[src/assert_macros.svh]
`ifndef ASSERT_MACROS_SVH
`define ASSERT_MACROS_SVH

// Same-cycle implication, disabled while reset is asserted.
`define ASSERT_IMPLIES(label, clk, rstn, ante, cons, msg) \
  label: assert property (@(posedge clk) disable iff (!(rstn)) (ante) |-> (cons)) \
    else $error(msg);

// Next-cycle implication, disabled while reset is asserted.
`define ASSERT_NEXT(label, clk, rstn, ante, cons, msg) \
  label: assert property (@(posedge clk) disable iff (!(rstn)) (ante) |=> (cons)) \
    else $error(msg);

`endif

[src/hbr_pkg.sv]
package hbr_pkg;

  // Sample and arithmetic widths.
  localparam int SAMPLE_W   = 16;
  localparam int PAIR_W     = SAMPLE_W + 1;
  localparam int COEF_W     = 15;
  localparam int ACC_W      = 32;

  // Filter geometry: 39 taps, folded into ten symmetric pairs plus the center tap.
  localparam int TAP_COUNT  = 39;
  localparam int HIST_DEPTH = TAP_COUNT - 1;
  localparam int PAIRS      = 10;
  // The half-rate line keeps 19 cells; its oldest entry feeds the first folded pair.
  localparam int DEC_CELLS  = (TAP_COUNT + 1) / 2 - 1;
  // Half-rate cell that feeds the center tap on odd items.
  localparam int ODD_TAP    = 9;

  // The center coefficient is 0x4000, so that product is a shift.
  localparam int CTR_SHIFT  = 14;
  localparam int DOWN_SHIFT = 15;
  localparam int UP_SHIFT   = 14;

  typedef logic signed [SAMPLE_W-1:0] sample_t;
  typedef logic signed [PAIR_W-1:0]   pair_t;
  typedef logic signed [COEF_W-1:0]   coef_t;
  typedef logic signed [ACC_W-1:0]    acc_t;

  // Coefficient of even tap 2*j, which equals that of tap 38-2*j.
  localparam coef_t COEF [PAIRS] = '{
    -15'sd1, 15'sd2, -15'sd10, 15'sd35, -15'sd103,
    15'sd266, -15'sd616, 15'sd1332, -15'sd2960, 15'sd10246
  };

  localparam acc_t SAT_HI = 32'sh0000_7FFF;
  localparam acc_t SAT_LO = -32'sh0000_8000;

  // Load enables of the two registered stages inside a folded MAC.
  typedef struct packed {
    logic mul;
    logic part;
  } mac_en_t;

  // Saturate a shifted sum to a 16-bit sample.
  function automatic sample_t sat16(input acc_t v);
    sample_t r;
    if (v > SAT_HI) begin
      r = sample_t'(SAT_HI);
    end else if (v < SAT_LO) begin
      r = sample_t'(SAT_LO);
    end else begin
      r = v[SAMPLE_W-1:0];
    end
    return r;
  endfunction

endpackage

[src/hbr_delay_cell.sv]
module hbr_delay_cell
  import hbr_pkg::*;
(
  input  logic    clk_i,
  input  logic    rst_ni,
  input  logic    shift_i,
  input  sample_t data_i,
  output sample_t data_o
);

  sample_t data_q;

  // One delay-line tap: takes its neighbor's sample on each shift.
  always_ff @(posedge clk_i or negedge rst_ni) begin
    if (!rst_ni) begin
      data_q <= '0;
    end else if (shift_i) begin
      data_q <= data_i;
    end
  end

  assign data_o = data_q;

endmodule

[config.mk]
export PLATFORM = sky130hd
export DESIGN_NAME = hbr_delay_cell
export DESIGN_NICKNAME = d
export VERILOG_FILES = /design/src/assert_macros.svh /design/src/hbr_pkg.sv /design/src/hbr_delay_cell.sv
export SDC_FILE = /design/constraint.sdc
export NUM_CORES = 1
export LEC_CHECK = 0
export ABC_AREA = 1
export BUFFER_PORTS_ARGS = -buffer_cell sky130_fd_sc_hd__buf_2
export CAP_MARGIN = 25
export CORE_MARGIN = 5
export CORE_UTILIZATION = 38
export DETAILED_ROUTE_END_ITERATION = 8
export PLACE_DENSITY_LB_ADDON = 0.12
export SLEW_MARGIN = 20
export SYNTH_ARGS = -nofsm -noshare
export SYNTH_HDL_FRONTEND = slang
export SYNTH_SLANG_ARGS = --single-unit
[constraint.sdc]
create_clock -name clk_i -period 0.8 [get_ports clk_i]
set_clock_uncertainty 0.1 [all_clocks]
set_input_delay 0.16 -clock clk_i [delete_from_list [all_inputs] [get_ports clk_i]]
set_output_delay 0.16 -clock clk_i [all_outputs]
set_load 0.02 [all_outputs]
; After elaboration in Yosys (flattened, before gate mapping)
; Cells that the tools add are included.
[totals]
out_inout_bits = 16
ff_bits = 16
word_cells = 1

; Longest topological paths before layout
[logic_depth]
word_depth = 0
mapped_depth = 5
mapped_depth_nobuf = 3

; Worst setup path before layout
; OpenSTA, ideal clock, no wires.
[synth_timing]
path_kind = register to register
start = register data_o[11] (netlist name)
end = register data_q[11] (netlist: data_o[11])
slack_ns = 0.018
setup_ns = 0.117
arrival_time_ns = 0.565
path_stages_with_launch = 3
required_ns = 0.583
path_buffers = 0
period_less_slack_ns = 0.782
cell_sequence = dfrtp_1 -> nand2_2 -> nand2_1
[synth_rtl]
columns = element, line
row1 = to (signal assigned), hbr_delay_cell.sv:18  ; data_q <= data_i;
row2 = to (decl), hbr_delay_cell.sv:11  ; sample_t data_q;

; Final worst setup path
[layout_timing]
start = register data_q[3] (netlist: data_o[3])
end = output port data_o[3]
[layout_rtl]
columns = element, line
row1 = to (decl), hbr_delay_cell.sv:8  ; output sample_t data_o
; No word-level cell between the ends.

==> out/results.ini <==
[synth]
syn_area_per_cell_um2=9.48
yosysUniqueCellTypes=6
syn_nets=87
synth-seq-area-share_pct=62.1
synthCells=68
yosysWarnings=0
ys_seq_elements=16
synth.cell_area_um2=644

[global_routing]
grt_pass1_vias=573
grt-ovfl-total=0
use_met3_pct=3.49
antenna_found_initial=0
grt_max_degree=17
grt_use_met1_pct=16.5
grt-busiest-layer=met2
grt_pass1_wl_mm=2.57
grt.total_usage_pct=13.6
use_met2_pct=21.7

[pwr]
ir_worst_vdd_v=0.00111
finalPower_mw=1.85
power.density_nw_per_um2=1800
total_leakage_power_nw=0.587

[placed_design]
dp_hpwl_mm=1.02
portBuffers=34
gp_congestion=0.648
placed_area_um2=807

[min_path]
hold_class=primary input to flip-flop

[critical_path]
critPathMaxStageDelay_ns=0.41
worstPathMaxFanout=2
rr_endpoint=data_o[12]
critPathBufInv=1
cp-startpoint=data_o[3]
start_kind=flip-flop
reg2reg_from=data_o[12]
crit_path_cell_trace=buf_6
reg2reg_slack_ns=-0.15
crit_family=flip-flops
crit_type=flip-flop to output pin
crit_arrival_ns=0.83
crit_cells=1
slowest_stage=dfrtp_1
r2r_cells=4
crit_end=data_o[3]
crit_path_end_kind=output pin
required_ns=0.54

[timing]
fin_ws_ns=-0.290
whs_ns=-0.0254
slew_headroom_pct=75.9
drv_slew=0
fin_crit_sh_pct=136
worstMarginPinSlew_ns=0.361
finalHoldViolCount=15
period_minus_slack_ns=1.09
fmax_mhz=918
setup_viol=23
rsz0062_at_grt=true

[finish]
nFillCells=140
area_delta_synth_final_pct=59.6
fin_nets=135
post-route-util_pct=66.0
drive_gt1_share_pct=48.2
postLayoutCellArea_um2=1030
largest_reg_flops=16
num_antenna_cells=0

[routing]
wl_per_cell_um=12.7
drt_iter0_drc=5
vias=599
drt-pass1-iter-count=2
ant_nets=0
routed_wirelength_mm=1.65
drc_errors=0
post_drt_via_cell_ratio=4.61

[clocking]
clk-insertion-delay-late_ns=0.28
clockRootBuffer=clkbuf_4
path_clk_slew_ns=0.09
clk_path_buf_depth=2
tritoncts_num_sinks=16
cts-htree-levels=1
hold_buffers=1
cts_tree=yes
cts_buffers=3

[die]
core-area_um2=1560
die_h_um=51.2
start_util_pct=41.3
pin_count=35
die_area_um2=2620
die_x_um=51.2
rows=14

[outcome]
status=finished with violations
violations=hold timing, setup timing

[flow_run]
cap_violations=0

==> through the flow <==
stage / instances / setup WS (ns) / TNS [ns]
finish: 130 / -0.290 / -4.83
global route: 130 / -0.331 / -5.77
CTS: 128 / -0.291 / -4.69
detailed placement: 117 / 0.00670 / 0
global placement: 117 / 0.00799 / 0
floorplan: 68 / 0.0185 / 0
==> layout make-up <==
type | count | area (um^2) | share of cell area, %
multi-input combinational | 48 | 195 | 19.0
tap | 16 | 20.0 | 1.95
sequential | 16 | 400 | 38.9
timing repair buffer | 46 | 382 | 37.1
inverter | 1 | 8.76 | 0.852
clock buffer | 3 | 22.5 | 2.19
==> routing by layer <==
metal / wire length (um) / part of all wire, % / vias to the layer above
met4: 8 / 0.49 / 0
met5: 0 / 0 / -
met1: 663 / 40 / 280
met2: 858 / 52 / 20
met3: 116 / 7.0 / 2
li1: - / - / 297
==> cell usage after synthesis <==
cell type  count  area share (%)
nand2_1       43              25
nand2_2        5             4.9
inv_6          1             1.4
buf_6          2             3.5
buf_12         1             3.1
dfrtp_1       16              62
==> worst min path at each step <==
stage / from / to / slack [ns] / depth (start not counted)
final: data_i[7] / data_o[7] / -0.03 / 3
after global routing: data_i[14] / data_o[14] / -0.04 / 3
after CTS: data_i[14] / data_o[14] / -0.04 / 3
after detailed placement: rst_ni / data_o[4] / -0.001 / 1
after global placement: rst_ni / data_o[12] / -0.01 / 1
after floorplan: rst_ni / data_o[0] / -0.24 / 0
==> layout by cell type, fill, tap and decap left out, drive strengths merged <==
| cell type | instances |
|---|---|
| nand2 | 48 |
| buf | 45 |
| dfrtp | 16 |
| clkbuf | 3 |
| inv | 1 |
| dlygate4sd3 | 1 |
==> cells by family (layout without fill, tap and decap cells) <==
group / count (synthesis) / after routing / synth area share (%)
simple gates: 48 / 48 / 29.9
flops: 16 / 16 / 62.1
buf+inv: 4 / 50 / 7.96
==> what timing repair did <==
item / 4_1_cts / 5_1_grt
resized for setup: 33 / 5
endpoints found under the hold margin: 32 / 14
setup buffers: 7 / 2
endpoints found under the setup margin: 16 / 23
==> where the power goes <==
| part | total, mW | switching, mW | leakage [nW] | internal [mW] |
|---|---|---|---|---|
| registers | 0.936 | 0.0554 | 0.195 | 0.880 |
| logic | 0.504 | 0.234 | 0.378 | 0.270 |
| clock network | 0.411 | 0.237 | 0.0138 | 0.174 |
| total | 1.85 | 0.526 | 0.587 | 1.32 |
(Power assumes the default switching activity.)
