--- src/assert_macros.svh ---
`ifndef ASSERT_MACROS_SVH
`define ASSERT_MACROS_SVH

// Same-cycle implication, disabled while reset is asserted.
`define ASSERT_IMPLIES(label, clk, rstn, ante, cons, msg) \
  label: assert property (@(posedge clk) disable iff (!(rstn)) (ante) |-> (cons)) \
    else $error(msg);

// Next-cycle implication, disabled while reset is asserted.
`define ASSERT_NEXT(label, clk, rstn, ante, cons, msg) \
  label: assert property (@(posedge clk) disable iff (!(rstn)) (ante) |=> (cons)) \
    else $error(msg);

`endif

--- src/hbr_pkg.sv ---
package hbr_pkg;

  // Sample and arithmetic widths.
  localparam int SAMPLE_W   = 16;
  localparam int PAIR_W     = SAMPLE_W + 1;
  localparam int COEF_W     = 15;
  localparam int ACC_W      = 32;

  // Filter geometry: 39 taps, folded into ten symmetric pairs plus the center tap.
  localparam int TAP_COUNT  = 39;
  localparam int HIST_DEPTH = TAP_COUNT - 1;
  localparam int PAIRS      = 10;
  // The half-rate line keeps 19 cells; its oldest entry feeds the first folded pair.
  localparam int DEC_CELLS  = (TAP_COUNT + 1) / 2 - 1;
  // Half-rate cell that feeds the center tap on odd items.
  localparam int ODD_TAP    = 9;

  // The center coefficient is 0x4000, so that product is a shift.
  localparam int CTR_SHIFT  = 14;
  localparam int DOWN_SHIFT = 15;
  localparam int UP_SHIFT   = 14;

  typedef logic signed [SAMPLE_W-1:0] sample_t;
  typedef logic signed [PAIR_W-1:0]   pair_t;
  typedef logic signed [COEF_W-1:0]   coef_t;
  typedef logic signed [ACC_W-1:0]    acc_t;

  // Coefficient of even tap 2*j, which equals that of tap 38-2*j.
  localparam coef_t COEF [PAIRS] = '{
    -15'sd1, 15'sd2, -15'sd10, 15'sd35, -15'sd103,
    15'sd266, -15'sd616, 15'sd1332, -15'sd2960, 15'sd10246
  };

  localparam acc_t SAT_HI = 32'sh0000_7FFF;
  localparam acc_t SAT_LO = -32'sh0000_8000;

  // Load enables of the two registered stages inside a folded MAC.
  typedef struct packed {
    logic mul;
    logic part;
  } mac_en_t;

  // Saturate a shifted sum to a 16-bit sample.
  function automatic sample_t sat16(input acc_t v);
    sample_t r;
    if (v > SAT_HI) begin
      r = sample_t'(SAT_HI);
    end else if (v < SAT_LO) begin
      r = sample_t'(SAT_LO);
    end else begin
      r = v[SAMPLE_W-1:0];
    end
    return r;
  endfunction

endpackage

--- src/hbr_fold_mac.sv ---
module hbr_fold_mac
  import hbr_pkg::*;
(
  input  logic    clk_i,
  input  mac_en_t en_i,
  input  pair_t   pair_i [PAIRS],
  input  sample_t center_i,
  output acc_t    acc_o
);

  acc_t prod_q [PAIRS];
  acc_t ctr_q;
  acc_t part_d [3];
  acc_t part_q [3];

  // Products of the folded pairs with their coefficients; the center tap is a shift.
  always_ff @(posedge clk_i) begin
    if (en_i.mul) begin
      for (int j = 0; j < PAIRS; j++) begin
        prod_q[j] <= acc_t'(pair_i[j]) * acc_t'(COEF[j]);
      end
      ctr_q <= acc_t'(center_i) <<< CTR_SHIFT;
    end
  end

  // First level of the adder tree.
  always_comb begin
    part_d[0] = prod_q[0] + prod_q[1] + prod_q[2] + prod_q[3];
    part_d[1] = prod_q[4] + prod_q[5] + prod_q[6] + prod_q[7];
    part_d[2] = prod_q[8] + prod_q[9] + ctr_q;
  end

  always_ff @(posedge clk_i) begin
    if (en_i.part) begin
      part_q <= part_d;
    end
  end

  // Final add; the caller registers it after shift and saturation.
  assign acc_o = part_q[0] + part_q[1] + part_q[2];

endmodule

--- config.mk ---
export PLATFORM = sky130hd
export DESIGN_NAME = hbr_fold_mac
export DESIGN_NICKNAME = d
export VERILOG_FILES = /design/src/assert_macros.svh /design/src/hbr_pkg.sv /design/src/hbr_fold_mac.sv
export SDC_FILE = /design/constraint.sdc
export NUM_CORES = 2
export LEC_CHECK = 0
export ABC_AREA = 1
export BUFFER_PORTS_ARGS = -buffer_cell sky130_fd_sc_hd__buf_4
export CORE_ASPECT_RATIO = 0.6
export CORE_MARGIN = 5
export CORE_UTILIZATION = 38
export DETAILED_ROUTE_END_ITERATION = 8
export GPL_TIMING_DRIVEN = 0
export PLACE_DENSITY = 0.5
export SLEW_MARGIN = 15
export SYNTH_ARGS = -nofsm -noshare
export SYNTH_HDL_FRONTEND = slang
export SYNTH_SLANG_ARGS = --single-unit
--- constraint.sdc ---
create_clock -name clk_i -period 5.8 [get_ports clk_i]
set_input_delay 1.16 -clock clk_i [delete_from_list [all_inputs] [get_ports clk_i]]
set_output_delay 1.16 -clock clk_i [all_outputs]
set_load 0.01 [all_outputs]
# Yosys cells after proc, flatten, opt, wreduce, memory -nomap -nowiden
# Memory sizes are Yosys's and may differ from the RTL's.
# Cells that the tools add are included.
[word_totals] regBits=112 mem_count=1 ramBits=320 output_inout_bits=32 input_bits=189
[classes] mul=8 muxes=2 add_sub_neg=11
[mem_list] memory="prod_q" words=10 width=32 rd=10 rd_ports_with_merged_regs=0 wr=10 line="hbr_fold_mac.sv:11" rtl="acc_t prod_q [PAIRS];"
[op_table] cell="32-bit adder" count=9
[op_table] cell="17-bit by 9-bit multiplier with 26-bit output, second input constant" count=2
[op_table] cell="17-bit by 8-bit multiplier with 25-bit output, second input constant" count=2
[op_table] cell="32-bit by 30-bit adder with 32-bit output" count=1
[op_table] cell="17-bit negator with 32-bit output" count=1
[op_table] cell="17-bit by 14-bit multiplier with 31-bit output, second input constant" count=1
[op_table] cell="17-bit by 10-bit multiplier with 27-bit output, second input constant" count=1
[op_table] cell="17-bit by 7-bit multiplier with 24-bit output, second input constant" count=1
[op_table] cell="17-bit by 4-bit multiplier with 21-bit output, second input constant" count=1
[op_table] cell="1-bit 2-to-1 mux" count=2

# Logic depth before layout (Yosys ltp)
# An unclocked memory read counts as a cell.
[logic_depth] word_depth=4 mapped_depth=20 mapped_depth_nobuf=20

# Least setup slack after synthesis
# No wires, ideal clock.
[synth_path] path_type="input to register" start="input pair_i[28] (netlist name)" end="memory prod_q[8][24] (netlist name) (data pin)" required_ps=5548 slack_ps=1074 path_stages=17 arrival_time_ps=4473 cell_sequence="inv_1 fa_1 inv_1 ha_1 inv_1 fa_1 fa_1 inv_1 ha_1 ha_1 a21o_1 a21boi_0 nor2_1 nor2_1 nand2_1 nand2_1 nand2_1"
[synth_rtl] element="from (decl)" line="hbr_fold_mac.sv:6" rtl="input pair_t pair_i [PAIRS],"
[synth_rtl] element="to (decl)" line="hbr_fold_mac.sv:11"

==> results.toml <==
[sta]
min_period_over_period = 0.8377
setup_viol = 0
layout_min_cycle_time_ns = 4.859
slew_headroom = 0.3590
tightest_slew_ns = 0.9615
rsz0062_at_grt = "false"
hold_viol_final = 0
tns_ns = 0
drv_slew = 0
finClkSkew_ns = 0.04857
clock.fmax_mhz = 205.8

[die]
die_w_um = 460.4
start_util = 0.3815
ios = 221
design.die.area_um2 = 129000
dieHeight_um = 280.3
rows = 99
core_um2 = 121300

[routing]
wl_per_cell_um = 16.61
drt_first_pass_iters = 5
initialDrtViolationCount = 2864
drc = 0
routed_wl_um = 125700
via_per_inst = 4.685
antenna_left = 0
vias = 35460

[worst_setup_path]
cp-start-kind = "input pin"
cpMostUsedCell = "inv_1"
end_kind = "register"
cpMaxStageDelayCell = "fa_1"
arrival_ns = 5.08
critPathKind = "input pin to register"
worstPathRequired_ns = 6.02
path_cells = "buf_4 > inv_1 > ha_1 > inv_1 > ha_1 > fa_1 > fa_1 > inv_1 > fa_1 > inv_1 > ha_1 > nand2_1 > inv_1 > nand2_1 > nor3_1 > nand3_1 > nand4_1 > nand2_1"
cpPeakStageDelay_ns = 0.55
path_max_fanout = 7
path_delay_family = "adder cells"
critPathBufInv = 6

[cells_and_area]
area_delta_synth_final_pct = 11.25
fin_nets = 7257
post-route-util = 0.4244
final_layout_size_suffix_gt1_frac = 0.05326
mostFrequentLayoutCells = "1472 x nand2_1, 1331 x inv_1, 736 x ha_1"
layout_commonest_cell = "nand2_1"

[clock_network]
postCtsSetupRepairBufs = 0
clk_latency_ns = 0.60
clk_pin_slew_ns = 0.06
cts-resized-gates = 0
clockBufferDepth = 3
tritoncts = "built"
cts_inserted_buffers = 43
cts.htree.levels = 2
cts_hold_buf = 0
cts-root-buf = "clkbuf_16"
cts_num_sinks = 365

[logic_synthesis]
syn_nets = 6990
syn_area_um2 = 46260
syn-instance-count = 5653
synth_cell_types = 38
synth_seq_cells = 365
ys.warnings.count = 0
postSynthAreaPerCell_um2 = 8.184
ys_seq_area_frac = 0.2369

[outcome]
status = "completed"

[global_route]
grt_first_pass_wirelength_um = 198200
grt_usage = 0.1970
grt.overflow.total = 0
grt_antenna_before_repair = 5
grt_max_degree = 102
grt_pass1_vias = 33820

[placement]
globalplace.congestion = 0.9048
hpwlAfterDp_um = 110300
io_buffers = 219

[run]
drv_cap = 0

[worst_hold_path]
hp-class = "register to register"
-- flip-flops by register name, summed over array words and instances (netlist names) --
signal / cells
prod_q: 254
part_q: 95
ctr_q: 16
-- worst paths after layout --
check                from            end  slack [ns]  cells past startpoint
max reg2reg  prod_q[6][3]     part_q[59]        2.18                     13
max            pair_i[49]  prod_q[7][27]        0.94                     18
min          prod_q[4][0]     part_q[32]        0.42                      0
min reg2reg  prod_q[4][0]     part_q[32]        0.42                      0
-- worst register-to-register path: stages, from the launching register on --
cell and delay [ns]:
edfxtp_1 0.48, fa_1 0.64, fa_1 0.57, ha_1 0.21, inv_1 0.07, fa_1 0.42, inv_1 0.11, nand3_1 0.07
nand3_1 0.16, nand2_1 0.10, nand2_1 0.15, nand2_1 0.10, nand4_1 0.10, nand2_1 0.16
-- metrics by stage --
step           hold WS (ns)  setup WS, ns  area (um^2)  cells
3_3_place_gp         0.4012        0.3764        49930   7488
6_report             0.4224        0.9411        51470   7569
2_1_floorplan        0.4003         1.074        46260   5653
4_1_cts              0.4262        0.9296        51440   7567
5_1_grt              0.4334        0.7515        51470   7569
3_5_place_dp         0.4113        0.3288        49990   7490
-- kinds of logic (layout without fill, tap and decap cells) --
kind of cell | after synthesis | in the layout | share of synthesized area
xor+xnor | 194 | 194 | 0.03673
other cells | 0 | 1 | 0
simple gates | 2232 | 2232 | 0.1968
fa+ha+maj | 1148 | 1148 | 0.3773
compound gates | 376 | 376 | 0.04354
flops | 365 | 365 | 0.2369
buf+inv | 1338 | 1637 | 0.1086
-- per-layer routing --
| metal | up-vias | part of all wire | global-route usage |
|---|---|---|---|
| li1 | 18210 | - | - |
| met1 | 16420 | 0.57 | 0.3443 |
| met2 | 763 | 0.36 | 0.2595 |
| met3 | 70 | 0.055 | 0.01958 |
| met4 | 0 | 0.0087 | 0.02154 |
| met5 | - | 0 | 0 |
-- Yosys cell counts (all sizes together) --
cell type  number  share of area
xor2          155          0.029
nand2        1477           0.12
nor2          360          0.030
and2            8         0.0011
o21ai          79         0.0085
a21o            9         0.0015
inv          1335           0.11
nand4          54         0.0073
nand3b          9         0.0015
fa            412           0.18
buf             3        0.00030
nand3         261          0.028
a21boi          3        0.00049
nor2b           2        0.00027
or2             7        0.00095
o21a            6        0.00097
nor4            7         0.0013
nor3b           1        0.00016
nor3           46         0.0056
o31ai           1        0.00016
ha            736           0.20
a21oi         244          0.026
edfxtp        365           0.24
xnor2          39         0.0074
o21bai         34         0.0055
-- area by class of cell --
cell class | count | area (um^2)
fill | 12370 | 69800
multi-input combinational | 3950 | 30280
sequential | 365 | 10960
inverter | 1335 | 5011
tap | 1616 | 2022
timing repair buffer | 222 | 1738
clock buffer | 48 | 1116
clock inverter | 29 | 326.6
buffer | 3 | 13.76
antenna | 1 | 2.502
Power is not shown: default switching activity piles up to over one toggle a cycle in this logic, so the estimate is an artifact.
